### src/hdl/grtb_pkg.sv
`timescale 1ns / 1ps

package grtb_pkg;

  // Configuration register indexes
  localparam logic REG_SOURCE_DEPTH = 1'b0;
  localparam logic REG_COLOUR_MAP   = 1'b1;

  // Source depth codes; the unused code behaves as 4bpp
  localparam logic [1:0] DEPTH_1BPP = 2'd0;
  localparam logic [1:0] DEPTH_2BPP = 2'd1;
  localparam logic [1:0] DEPTH_4BPP = 2'd2;

  localparam int unsigned NIBBLES   = 8;
  localparam int unsigned WORD_W    = 32;
  localparam logic [3:0]  MAX_WIDTH = 4'd8;
  localparam logic [2:0]  MAX_START = 3'd7;

  // Request after clamping
  typedef struct packed {
    logic [31:0] glyph;
    logic [31:0] dest;
    logic [31:0] spill;
    logic        present;
    logic        zero;
    logic [2:0]  start;
    logic [3:0]  end_pos;
    logic [3:0]  count;
    logic        advance;
  } clamp_t;

  // Request after colour expansion and mask build
  typedef struct packed {
    logic [31:0] val;
    logic [31:0] keep;
    logic [31:0] spill_keep;
    logic [31:0] dest;
    logic [31:0] spill;
    logic [2:0]  start;
    logic        zero;
    logic        spill_wr;
    logic        advance;
  } expand_t;

  // Merged result
  typedef struct packed {
    logic [31:0] dest_result;
    logic [31:0] spill_result;
    logic        dest_write;
    logic        spill_write;
    logic        tile_advance;
  } result_t;

  // Mask of the low n nibbles of a word
  function automatic logic [31:0] low_nibbles(input logic [3:0] n);
    logic [31:0] m;
    m = '0;
    for (int i = 0; i < NIBBLES; i++) begin
      m[i*4 +: 4] = (4'(i) < n) ? 4'hF : 4'h0;
    end
    return m;
  endfunction

endpackage

### src/hdl/grtb_clamp.sv
`timescale 1ns / 1ps

module grtb_clamp
  import grtb_pkg::*;
(
  input  logic        clk,
  input  logic        rst,
  input  logic [1:0]  depth,
  input  logic        in_valid,
  output logic        in_ready,
  input  logic [31:0] glyph_bits,
  input  logic [3:0]  glyph_width,
  input  logic [3:0]  start_pixel,
  input  logic [31:0] dest_word,
  input  logic [31:0] spill_word,
  input  logic        spill_present,
  output logic        out_valid,
  input  logic        out_ready,
  output clamp_t      out_data
);

  clamp_t     data_next;
  logic [3:0] width_c;
  logic [2:0] start_c;
  logic [3:0] end_c;

  assign in_ready = !out_valid || out_ready;

  always_comb begin
    width_c = glyph_width[3] ? MAX_WIDTH : glyph_width;
    start_c = start_pixel[3] ? MAX_START : start_pixel[2:0];
    end_c   = {1'b0, start_c} + width_c;

    data_next.glyph   = glyph_bits;
    data_next.dest    = dest_word;
    data_next.spill   = spill_word;
    data_next.present = spill_present;
    data_next.zero    = (glyph_width == 4'd0);
    data_next.start   = start_c;
    data_next.end_pos = end_c;
    // 1bpp at width three expands one extra pixel
    data_next.count   = (depth == DEPTH_1BPP && width_c == 4'd3) ? 4'd4 : width_c;
    // zero width reports the unclamped start tile
    data_next.advance = (glyph_width == 4'd0) ? start_pixel[3] : end_c[3];
  end

  always_ff @(posedge clk) begin
    if (rst) begin
      out_valid <= 1'b0;
    end else if (in_ready) begin
      out_valid <= in_valid;
    end
  end

  always_ff @(posedge clk) begin
    if (in_ready && in_valid) begin
      out_data <= data_next;
    end
  end

endmodule

### src/hdl/grtb_expand.sv
`timescale 1ns / 1ps

module grtb_expand
  import grtb_pkg::*;
(
  input  logic        clk,
  input  logic        rst,
  input  logic [1:0]  depth,
  input  logic [63:0] colour_map,
  input  logic        in_valid,
  output logic        in_ready,
  input  clamp_t      in_data,
  output logic        out_valid,
  input  logic        out_ready,
  output expand_t     out_data
);

  expand_t data_next;

  assign in_ready = !out_valid || out_ready;

  always_comb begin
    logic [3:0] idx;
    logic [3:0] spill_cnt;
    idx       = '0;
    spill_cnt = in_data.end_pos - MAX_WIDTH;
    data_next.val = '0;
    for (int p = 0; p < NIBBLES; p++) begin
      case (depth)
        DEPTH_1BPP: idx = {3'b000, in_data.glyph[7-p]};
        DEPTH_2BPP: idx = {2'b00, in_data.glyph[p*2 +: 2]};
        default:    idx = in_data.glyph[p*4 +: 4];
      endcase
      if (4'(p) < in_data.count) begin
        data_next.val[p*4 +: 4] = colour_map[{idx, 2'b00} +: 4];
      end
    end
    data_next.keep       = low_nibbles({1'b0, in_data.start}) | ~low_nibbles(in_data.end_pos);
    data_next.spill_keep = ~low_nibbles(spill_cnt);
    data_next.dest       = in_data.dest;
    data_next.spill      = in_data.spill;
    data_next.start      = in_data.start;
    data_next.zero       = in_data.zero;
    data_next.spill_wr   = !in_data.zero && in_data.present && (in_data.end_pos > MAX_WIDTH);
    data_next.advance    = in_data.advance;
  end

  always_ff @(posedge clk) begin
    if (rst) begin
      out_valid <= 1'b0;
    end else if (in_ready) begin
      out_valid <= in_valid;
    end
  end

  always_ff @(posedge clk) begin
    if (in_ready && in_valid) begin
      out_data <= data_next;
    end
  end

endmodule

### src/hdl/grtb_merge.sv
`timescale 1ns / 1ps

module grtb_merge
  import grtb_pkg::*;
(
  input  logic    clk,
  input  logic    rst,
  input  logic    in_valid,
  output logic    in_ready,
  input  expand_t in_data,
  output logic    out_valid,
  input  logic    out_ready,
  output result_t out_data
);

  result_t     data_next;
  logic [31:0] shl;
  logic [31:0] shr;
  logic [5:0]  rshift;

  assign in_ready = !out_valid || out_ready;

  always_comb begin
    shl    = in_data.val << {in_data.start, 2'b00};
    // pixels past the right edge land in the low nibbles of the spill word
    rshift = 6'(WORD_W) - {1'b0, in_data.start, 2'b00};
    shr    = in_data.val >> rshift;

    data_next.dest_result  = in_data.zero ? in_data.dest
                                          : ((in_data.dest & in_data.keep) | shl);
    data_next.spill_result = in_data.spill_wr
                             ? ((in_data.spill & in_data.spill_keep) | shr)
                             : in_data.spill;
    data_next.dest_write   = !in_data.zero;
    data_next.spill_write  = in_data.spill_wr;
    data_next.tile_advance = in_data.advance;
  end

  always_ff @(posedge clk) begin
    if (rst) begin
      out_valid <= 1'b0;
    end else if (in_ready) begin
      out_valid <= in_valid;
    end
  end

  always_ff @(posedge clk) begin
    if (in_ready && in_valid) begin
      out_data <= data_next;
    end
  end

endmodule

### src/hdl/glyph_row_tile_blend_unit.sv
`timescale 1ns / 1ps

// Glyph row blender: merges one 1, 2 or 4 bpp glyph row, passed through a
// 16-entry colour map, into a 4bpp destination tile row and, for pixels that
// run past nibble 7, into the low nibbles of a spill tile row. A request is
// taken every cycle while the pipeline is not stalled, and its result reaches
// the output register through the three pipeline stages (clamp, colour
// expansion with mask build, shift and merge). Backpressure on the output
// stalls each stage only while it holds a request, so no request is lost or
// repeated. Write source_depth and colour_map only while the pipeline is
// empty; the configuration channel is always ready.
module glyph_row_tile_blend_unit
  import grtb_pkg::*;
(
  input  logic         clk,
  input  logic         rst,
  // configuration write channel
  input  logic         cfg_valid,
  output logic         cfg_ready,
  input  logic         cfg_index,
  input  logic [63:0]  cfg_data,
  // request stream
  input  logic         s_tvalid,
  output logic         s_tready,
  // [31:0] glyph_bits, [35:32] glyph_width, [39:36] start_pixel,
  // [71:40] dest_word, [103:72] spill_word
  input  logic [103:0] s_tdata,
  // [0] spill_present
  input  logic         s_tuser,
  // result stream
  output logic         m_tvalid,
  input  logic         m_tready,
  // [31:0] dest_result, [63:32] spill_result
  output logic [63:0]  m_tdata,
  // [0] dest_write, [1] spill_write, [2] tile_advance
  output logic [2:0]   m_tuser
);

  logic [1:0]  source_depth;
  logic [63:0] colour_map;

  clamp_t  c_data;
  expand_t e_data;
  result_t r_data;
  logic    c_valid, c_ready;
  logic    e_valid, e_ready;

  assign cfg_ready = 1'b1;

  // hold configuration; depth keeps its low two bits
  always_ff @(posedge clk) begin
    if (rst) begin
      source_depth <= DEPTH_1BPP;
      colour_map   <= '0;
    end else if (cfg_valid && cfg_ready) begin
      case (cfg_index)
        REG_SOURCE_DEPTH: source_depth <= cfg_data[1:0];
        REG_COLOUR_MAP:   colour_map   <= cfg_data;
        default:          colour_map   <= colour_map;
      endcase
    end
  end

  // stage 1: clamp width and start, find span end
  grtb_clamp u_clamp (
    .clk           (clk),
    .rst           (rst),
    .depth         (source_depth),
    .in_valid      (s_tvalid),
    .in_ready      (s_tready),
    .glyph_bits    (s_tdata[31:0]),
    .glyph_width   (s_tdata[35:32]),
    .start_pixel   (s_tdata[39:36]),
    .dest_word     (s_tdata[71:40]),
    .spill_word    (s_tdata[103:72]),
    .spill_present (s_tuser),
    .out_valid     (c_valid),
    .out_ready     (c_ready),
    .out_data      (c_data)
  );

  // stage 2: map source pixels to colours, build keep masks
  grtb_expand u_expand (
    .clk        (clk),
    .rst        (rst),
    .depth      (source_depth),
    .colour_map (colour_map),
    .in_valid   (c_valid),
    .in_ready   (c_ready),
    .in_data    (c_data),
    .out_valid  (e_valid),
    .out_ready  (e_ready),
    .out_data   (e_data)
  );

  // stage 3: shift into place and merge with destination and spill rows
  grtb_merge u_merge (
    .clk       (clk),
    .rst       (rst),
    .in_valid  (e_valid),
    .in_ready  (e_ready),
    .in_data   (e_data),
    .out_valid (m_tvalid),
    .out_ready (m_tready),
    .out_data  (r_data)
  );

  assign m_tdata = {r_data.spill_result, r_data.dest_result};
  assign m_tuser = {r_data.tile_advance, r_data.spill_write, r_data.dest_write};

endmodule
### config.mk
export PLATFORM = sky130hd
export DESIGN_NAME = glyph_row_tile_blend_unit
export DESIGN_NICKNAME = d
export VERILOG_FILES = /design/src/hdl/grtb_pkg.sv /design/src/hdl/grtb_clamp.sv /design/src/hdl/grtb_expand.sv /design/src/hdl/grtb_merge.sv /design/src/hdl/glyph_row_tile_blend_unit.sv
export SDC_FILE = /design/constraint.sdc
export NUM_CORES = 1
export LEC_CHECK = 0
export BUFFER_PORTS_ARGS = -buffer_cell sky130_fd_sc_hd__clkbuf_2
export CAP_MARGIN = 20
export CORE_MARGIN = 2
export CORE_UTILIZATION = 40
export DETAILED_ROUTE_END_ITERATION = 16
export SLEW_MARGIN = 20
export SYNTH_ARGS = -nofsm -noshare
export SYNTH_HDL_FRONTEND = slang
export SYNTH_SLANG_ARGS = --single-unit
### constraint.sdc
create_clock -name clk -period 13.11 [get_ports clk]
set_input_delay 0 -clock clk [delete_from_list [all_inputs] [get_ports clk]]
set_output_delay 0 -clock clk [all_outputs]
set_load 0.01 [all_outputs]
======== Word level (Yosys, flattened, before mapping) ========
Index checks and enable logic that the tools add are counted.
word-level totals
  register bits ........................... 412
  latch bits .............................. 0
  logic and storage cells ................. 144
  bits in read-only memories .............. 0
  memories ................................ 0
  RAM bits ................................ 0
  input port bits ......................... 175
  output and inout port bits .............. 70
cells by class
  multiply operators ...................... 0
  equality and inequality tests ........... 2
  div/mod/pow operators ................... 0
  magnitude comparators ................... 32
  add/sub/neg operators ................... 3
  muxes and demuxes ....................... 36
  shift-type cells ........................ 10
  reduce and logical (&&, ||, !) cells .... 18
  bitwise operators ....................... 8
operator list
  operator                                                   number
  indexed part select 64 x 7 -> 4 bit                        8
  two-way mux 4 bit                                          24
  AND 32 bit                                                 2
  two-way mux 32 bit                                         2
  NOT 32 bit                                                 2
  OR 32 bit                                                  2
  case mux 4 bit (2 select lines)                            8
  less-than comparator 3 x 4 -> 1 bit, first input constant  12
  OR 28 x 32 -> 32 bit                                       1
  left shift 32 x 5 -> 32 bit                                1
  right shift 32 x 6 -> 32 bit                               1
  less-than comparator 1 x 4 -> 1 bit, first input constant  6
  less-than comparator 2 x 4 -> 1 bit, first input constant  6
  less-than comparator 3 bit, first input constant           3
  logical AND 1 bit                                          6
  less-than comparator 1 x 3 -> 1 bit, first input constant  2
  less-than comparator 2 x 3 -> 1 bit, first input constant  2
  subtractor 6 x 5 -> 6 bit, first input constant            1
  zero test 1 bit                                            5
  adder 3 x 4 -> 4 bit                                       1
  == test 4 x 2 -> 1 bit, second input constant              1
  > comparator 4 bit, second input constant                  1
  zero test 4 bit                                            1
  AND reduction 2 bit                                        2
  other kinds (7)                                            9

======== Longest topological paths before layout ========
  depth after elaboration ................. 5
  depth in mapped cells ................... 10
  mapped depth without buffers ............ 7

======== Hierarchy ========
A second synthesis with hierarchy kept.
second synthesis, totals
  cells, all modules ...................... 1977
  area total of the unflattened synthesis .. 22108.7 um2
by module, submodules not included
  module                     area an instance (um2)  times used  cells an instance
  grtb_expand                10506.3                 1           1082
  grtb_merge                 4485.6                  1           451
  grtb_clamp                 3579.7                  1           143
  glyph_row_tile_blend_unit  3537.1                  1           301

======== Worst setup path after synthesis ========
No wires, ideal clock.
  kind .................................... register to register
  start point ............................. register u_merge.out_valid
  end point ............................... register u_expand.out_data[0] (netlist bit) (enable)
  data arrival time ....................... 9.053 ns
  cell stages (with the launch flop) ...... 3
  data required time ...................... 12.335 ns
  path slack .............................. 3.282 ns
  buffers on the path ..................... 0
  path through ............................ dfxtp_1 -> nor2b_1 -> a21boi_0
between the ends
  longest elaborated chain between the ends .. 4
RTL lines
  what                    line               RTL
  start, declared         grtb_merge.sv:11   output logic out_valid,
  start signal, assigned  grtb_merge.sv:43   out_valid <= in_valid;
  zero test 1 bit         grtb_merge.sv:21   assign in_ready = !out_valid || out_ready;
  logical OR 1 bit        grtb_merge.sv:21
  logical OR 1 bit        grtb_expand.sv:20  assign in_ready = !out_valid || out_ready;
  logical AND 1 bit       grtb_expand.sv:57  if (in_ready && in_valid) begin
  end signal, assigned    grtb_expand.sv:58  out_data <= data_next;
  end, declared           grtb_expand.sv:15  output expand_t out_data
No other way between the ends.
A chain may end at the register's enable or synchronous reset.

======== Final worst setup path ========
  start point ............................. register source_depth[1]
  end point ............................... register u_expand.out_data[157] (netlist bit) (data pin)
between the ends
  longest elaborated chain between the ends .. 3
  elaborated cells on any way between the ends .. 4
  those cells by class .................... eq/ne: 1; shift: 1; mux: 1; reduce/logical: 1
RTL lines
  what                                                              line                             RTL
  start, declared                                                   glyph_row_tile_blend_unit.sv:39  logic [1:0] source_depth;
  start signal, assigned                                            glyph_row_tile_blend_unit.sv:57  REG_SOURCE_DEPTH: source_depth <= cfg_data[1:0];
  == test 2 x 1 -> 1 bit / zero test 2 bit (equally long branches)  grtb_expand.sv:29                case (depth)
  case mux 4 bit (2 select lines) (*)                               grtb_expand.sv:29
  indexed part select 64 x 7 -> 4 bit (*)                           grtb_expand.sv:35                data_next.val[p*4 +: 4] = colour_map[{idx, 2'b00} +: 4];
Every way passes the cells marked *; elsewhere a longest branch is shown, timed or not.

==> flow_summary.json <==
{
  "status": "finished clean",
  "vdd_ir_drop_max_mv": 0.1171,
  "setup_tns_ps": 0,
  "setup_viol": 0,
  "yosys_warnings": 0,
  "end_kind": "flip-flop",
  "synth_largest_area_cell": "edfxtp_1",
  "ys_types": 67,
  "synth_top_area_frac": 0.4780,
  "drc": 0,
  "initial_utilization": 0.4066,
  "synth-async-reset-ratio": 0,
  "avgSynthCellArea_um2": 11.18,
  "syn_inst": 1658,
  "port-buffer-count": 243,
  "postCtsSetupBuffers": 0,
  "syn_nets": 1838,
  "dieArea_um2": 48070,
  "die_w_um": 219.2,
  "ys_seq_elements": 364,
  "synth_area_leaders": "edfxtp_1 48%, mux4_2 9.2%, dfxtp_1 7.5%",
  "syn2layout_area_growth_pct": 25.49,
  "clk_pin_slew_ps": 60,
  "via_per_inst": 5.826,
  "combPwrFrac": 0.132,
  "grt_pass1_wl_um": 93200,
  "clkLatencyLatePin_ps": 590,
  "synth_area_um2": 18530,
  "hold_path_class": "in2reg",
  "htree_levels": 2,
  "multiInputGateArea_um2": 7716,
  "drt_iter0_drc": 1628,
  "start_kind": "flip-flop",
  "required_ps": 13440,
  "post_drt_wl_per_cell_um": 24.22,
  "cpMaxStageDelayCell": "and2_1",
  "power_frac_clock": 0.384,
  "antenna_found_initial": 0,
  "postCtsHoldBufs": 179,
  "fill_cells": 3980,
  "rsz0062_at_grt": "false",
  "tightest_slew_ps": 1149,
  "fmax_ghz": 0.2765,
  "vias": 15430,
  "ios": 245,
  "clockBufferDepth": 3,
  "drive_gt1_frac": 0.2129,
  "p_int_mw": 2.164,
  "max_stage_delay_ps": 800,
  "crit_type": "reg2reg",
  "grt_max_degree": 78,
  "slew_headroom": 0.2339,
  "coreArea_um2": 45580,
  "grt_pass1_vias": 14840,
  "finalHoldViolCount": 0,
  "drv_slew": 0,
  "grtUsageTotal": 0.2634,
  "critPathMaxFanout": 73,
  "first_pass_iters": 6,
  "fp-row-count": 78,
  "nets": 2198,
  "p_per_area_nw_per_um2": 126.4,
  "cts_sinks": 364,
  "path_cells": "buf_4 > inv_1 > nand2_1 > and2_1 > mux4_2 > a22oi_1 > o31ai_1",
  "dp_hpwl_um": 43900,
  "grt-ovfl-total": 0,
  "cts_tree": "built",
  "synth_ff_type": "edfxtp_1",
  "cp.arrival_ps": 3940,
  "period_needed_ps": 3617,
  "pwr-share-seq": 0.484,
  "p_leak_nw": 8.523,
  "seq_area_frac_synth": 0.5526,
  "ant_nets": 0,
  "regArea_um2": 10240,
  "clock-root-buffer": "clkbuf_16",
  "finalPower_mw": 2.941,
  "wirelength_um": 64140,
  "numCtsBuffers": 41,
  "clock_skew_ps": 20.58,
  "cap_violations": 0,
  "gp_congestion": 1.024,
  "p_sw_uw": 776.8,
  "cts_resized": 0,
  "fin_crit_sh": 0.2759,
  "antenna_cells": 0,
  "switching_share": 0.2642,
  "die_h_um": 219.2,
  "synth_edf_count": 295
}
power groups by stage:
stage	clock network, mW	logic (mW)	registers, mW
after floorplan	0	0.252	1.39
after global placement	0	0.333	1.44
after detailed placement	0	0.339	1.44
after CTS	1.15	0.382	1.42
after global routing	1.20	0.420	1.43
final	1.13	0.387	1.42
cell type report:
cell class | instances | share of cell area
well taps | 600 | 0.03228
inverters | 27 | 0.004358
clock inverters | 21 | 0.008447
multi-input cells | 1147 | 0.3318
repair buffers | 437 | 0.1342
clock buffers | 52 | 0.04858
flip-flops and latches | 364 | 0.4404
metrics by stage:
step	hold slack, ps	worst slack [ps]	instance area, um^2	instances	util
after floorplan	98.87	3282	18530	1658	-
final	50.14	9493	23260	2648	0.5103
after global routing	81.92	9225	23260	2648	0.5103
after global placement	177.4	9707	20120	2396	0.4415
after CTS	20.45	9538	23240	2648	0.5099
after detailed placement	178.6	9542	20120	2396	0.4415
Yosys cell counts (all sizes together) (27+ instances only):
master	instances
edfxtp	295
clkbuf	82
mux4	76
mux2i	68
dfxtp	69
nand3	45
nor2	74
nand2	341
o21ai	157
a21oi	118
inv	27
buf	38
nand2b	27
critical path: cells and delay by family (launching register included):
family / cells / cell delay (ps)
muxes: 1 / 620
buffers and inverters: 2 / 1090
DFF: 1 / 310
and+or+nand+nor: 2 / 1030
AOI/OAI and AO/OA: 2 / 290
sequential cells by signal, summed over array words and instances, names as in the netlist:
signal / cells
u_expand.out_data: 118
colour_map: 64
u_clamp.out_valid: 1
u_merge.out_data: 67
source_depth: 2
u_expand.out_valid: 1
u_merge.out_valid: 1
u_clamp.out_data: 110
worst paths after layout:
path                             start                     end  slack, ps  cells past startpoint
hold reg to reg   u_clamp.out_data[56]   u_expand.out_data[48]        420                      0
setup / recovery       source_depth[1]  u_expand.out_data[157]       9490                      7
setup reg to reg       source_depth[1]  u_expand.out_data[157]       9490                      7
hold / removal                     rst         source_depth[1]         50                      3
metal layers:
metal	global-route usage	wire [um]	share of wire	vias up
li1	-	-	-	6951
met1	0.3322	24850	0.39	7448
met2	0.4409	30700	0.48	834
met3	0.04948	5411	0.084	193
met4	0.1180	3172	0.049	0
met5	0	0	0	-
cells in the final DEF (no fill, tap or decap), types with 5 or more instances in the layout:
cell | Yosys | layout
nor2_1 | 74 | 74
o221ai_1 | 21 | 21
a21oi_1 | 116 | 116
edfxtp_1 | 295 | 295
clkbuf_2 | 0 | 243
and2_1 | 12 | 11
dfxtp_1 | 69 | 68
o21ai_0 | 152 | 151
nor2b_1 | 14 | 13
clkinv_1 | 0 | 7
dlygate4sd3_1 | 0 | 179
or2_2 | 10 | 10
mux4_2 | 76 | 76
clkbuf_16 | 0 | 43
nor3_1 | 10 | 10
inv_1 | 27 | 27
o211ai_1 | 5 | 5
nand2b_1 | 27 | 27
clkinv_2 | 0 | 5
clkbuf_1 | 82 | 7
a22o_1 | 6 | 6
buf_4 | 9 | 15
a32oi_1 | 7 | 7
o22ai_1 | 10 | 10
a31oi_1 | 12 | 11
mux2_2 | 14 | 14
o21a_1 | 8 | 8
a211oi_1 | 12 | 12
mux2i_1 | 67 | 67
nand4_1 | 10 | 10
a221oi_1 | 8 | 8
nand3_1 | 45 | 45
nand2_1 | 341 | 340
o31ai_1 | 5 | 5
a22oi_1 | 15 | 15
cell families (layout without fill, tap and decap cells):
group	Yosys count	count (layout)	synth area share
other	1	1	0.0002024
muxes	159	159	0.1391
DFF	364	364	0.5526
AOI/OAI and AO/OA	423	423	0.1404
adders and majority gates	5	5	0.003781
buffers and inverters	147	537	0.03403
xor gates and xnor gates	2	2	0.0009454
and+or+nand+nor	557	557	0.1290
Note: power is estimated with default switching activity, not from simulation.
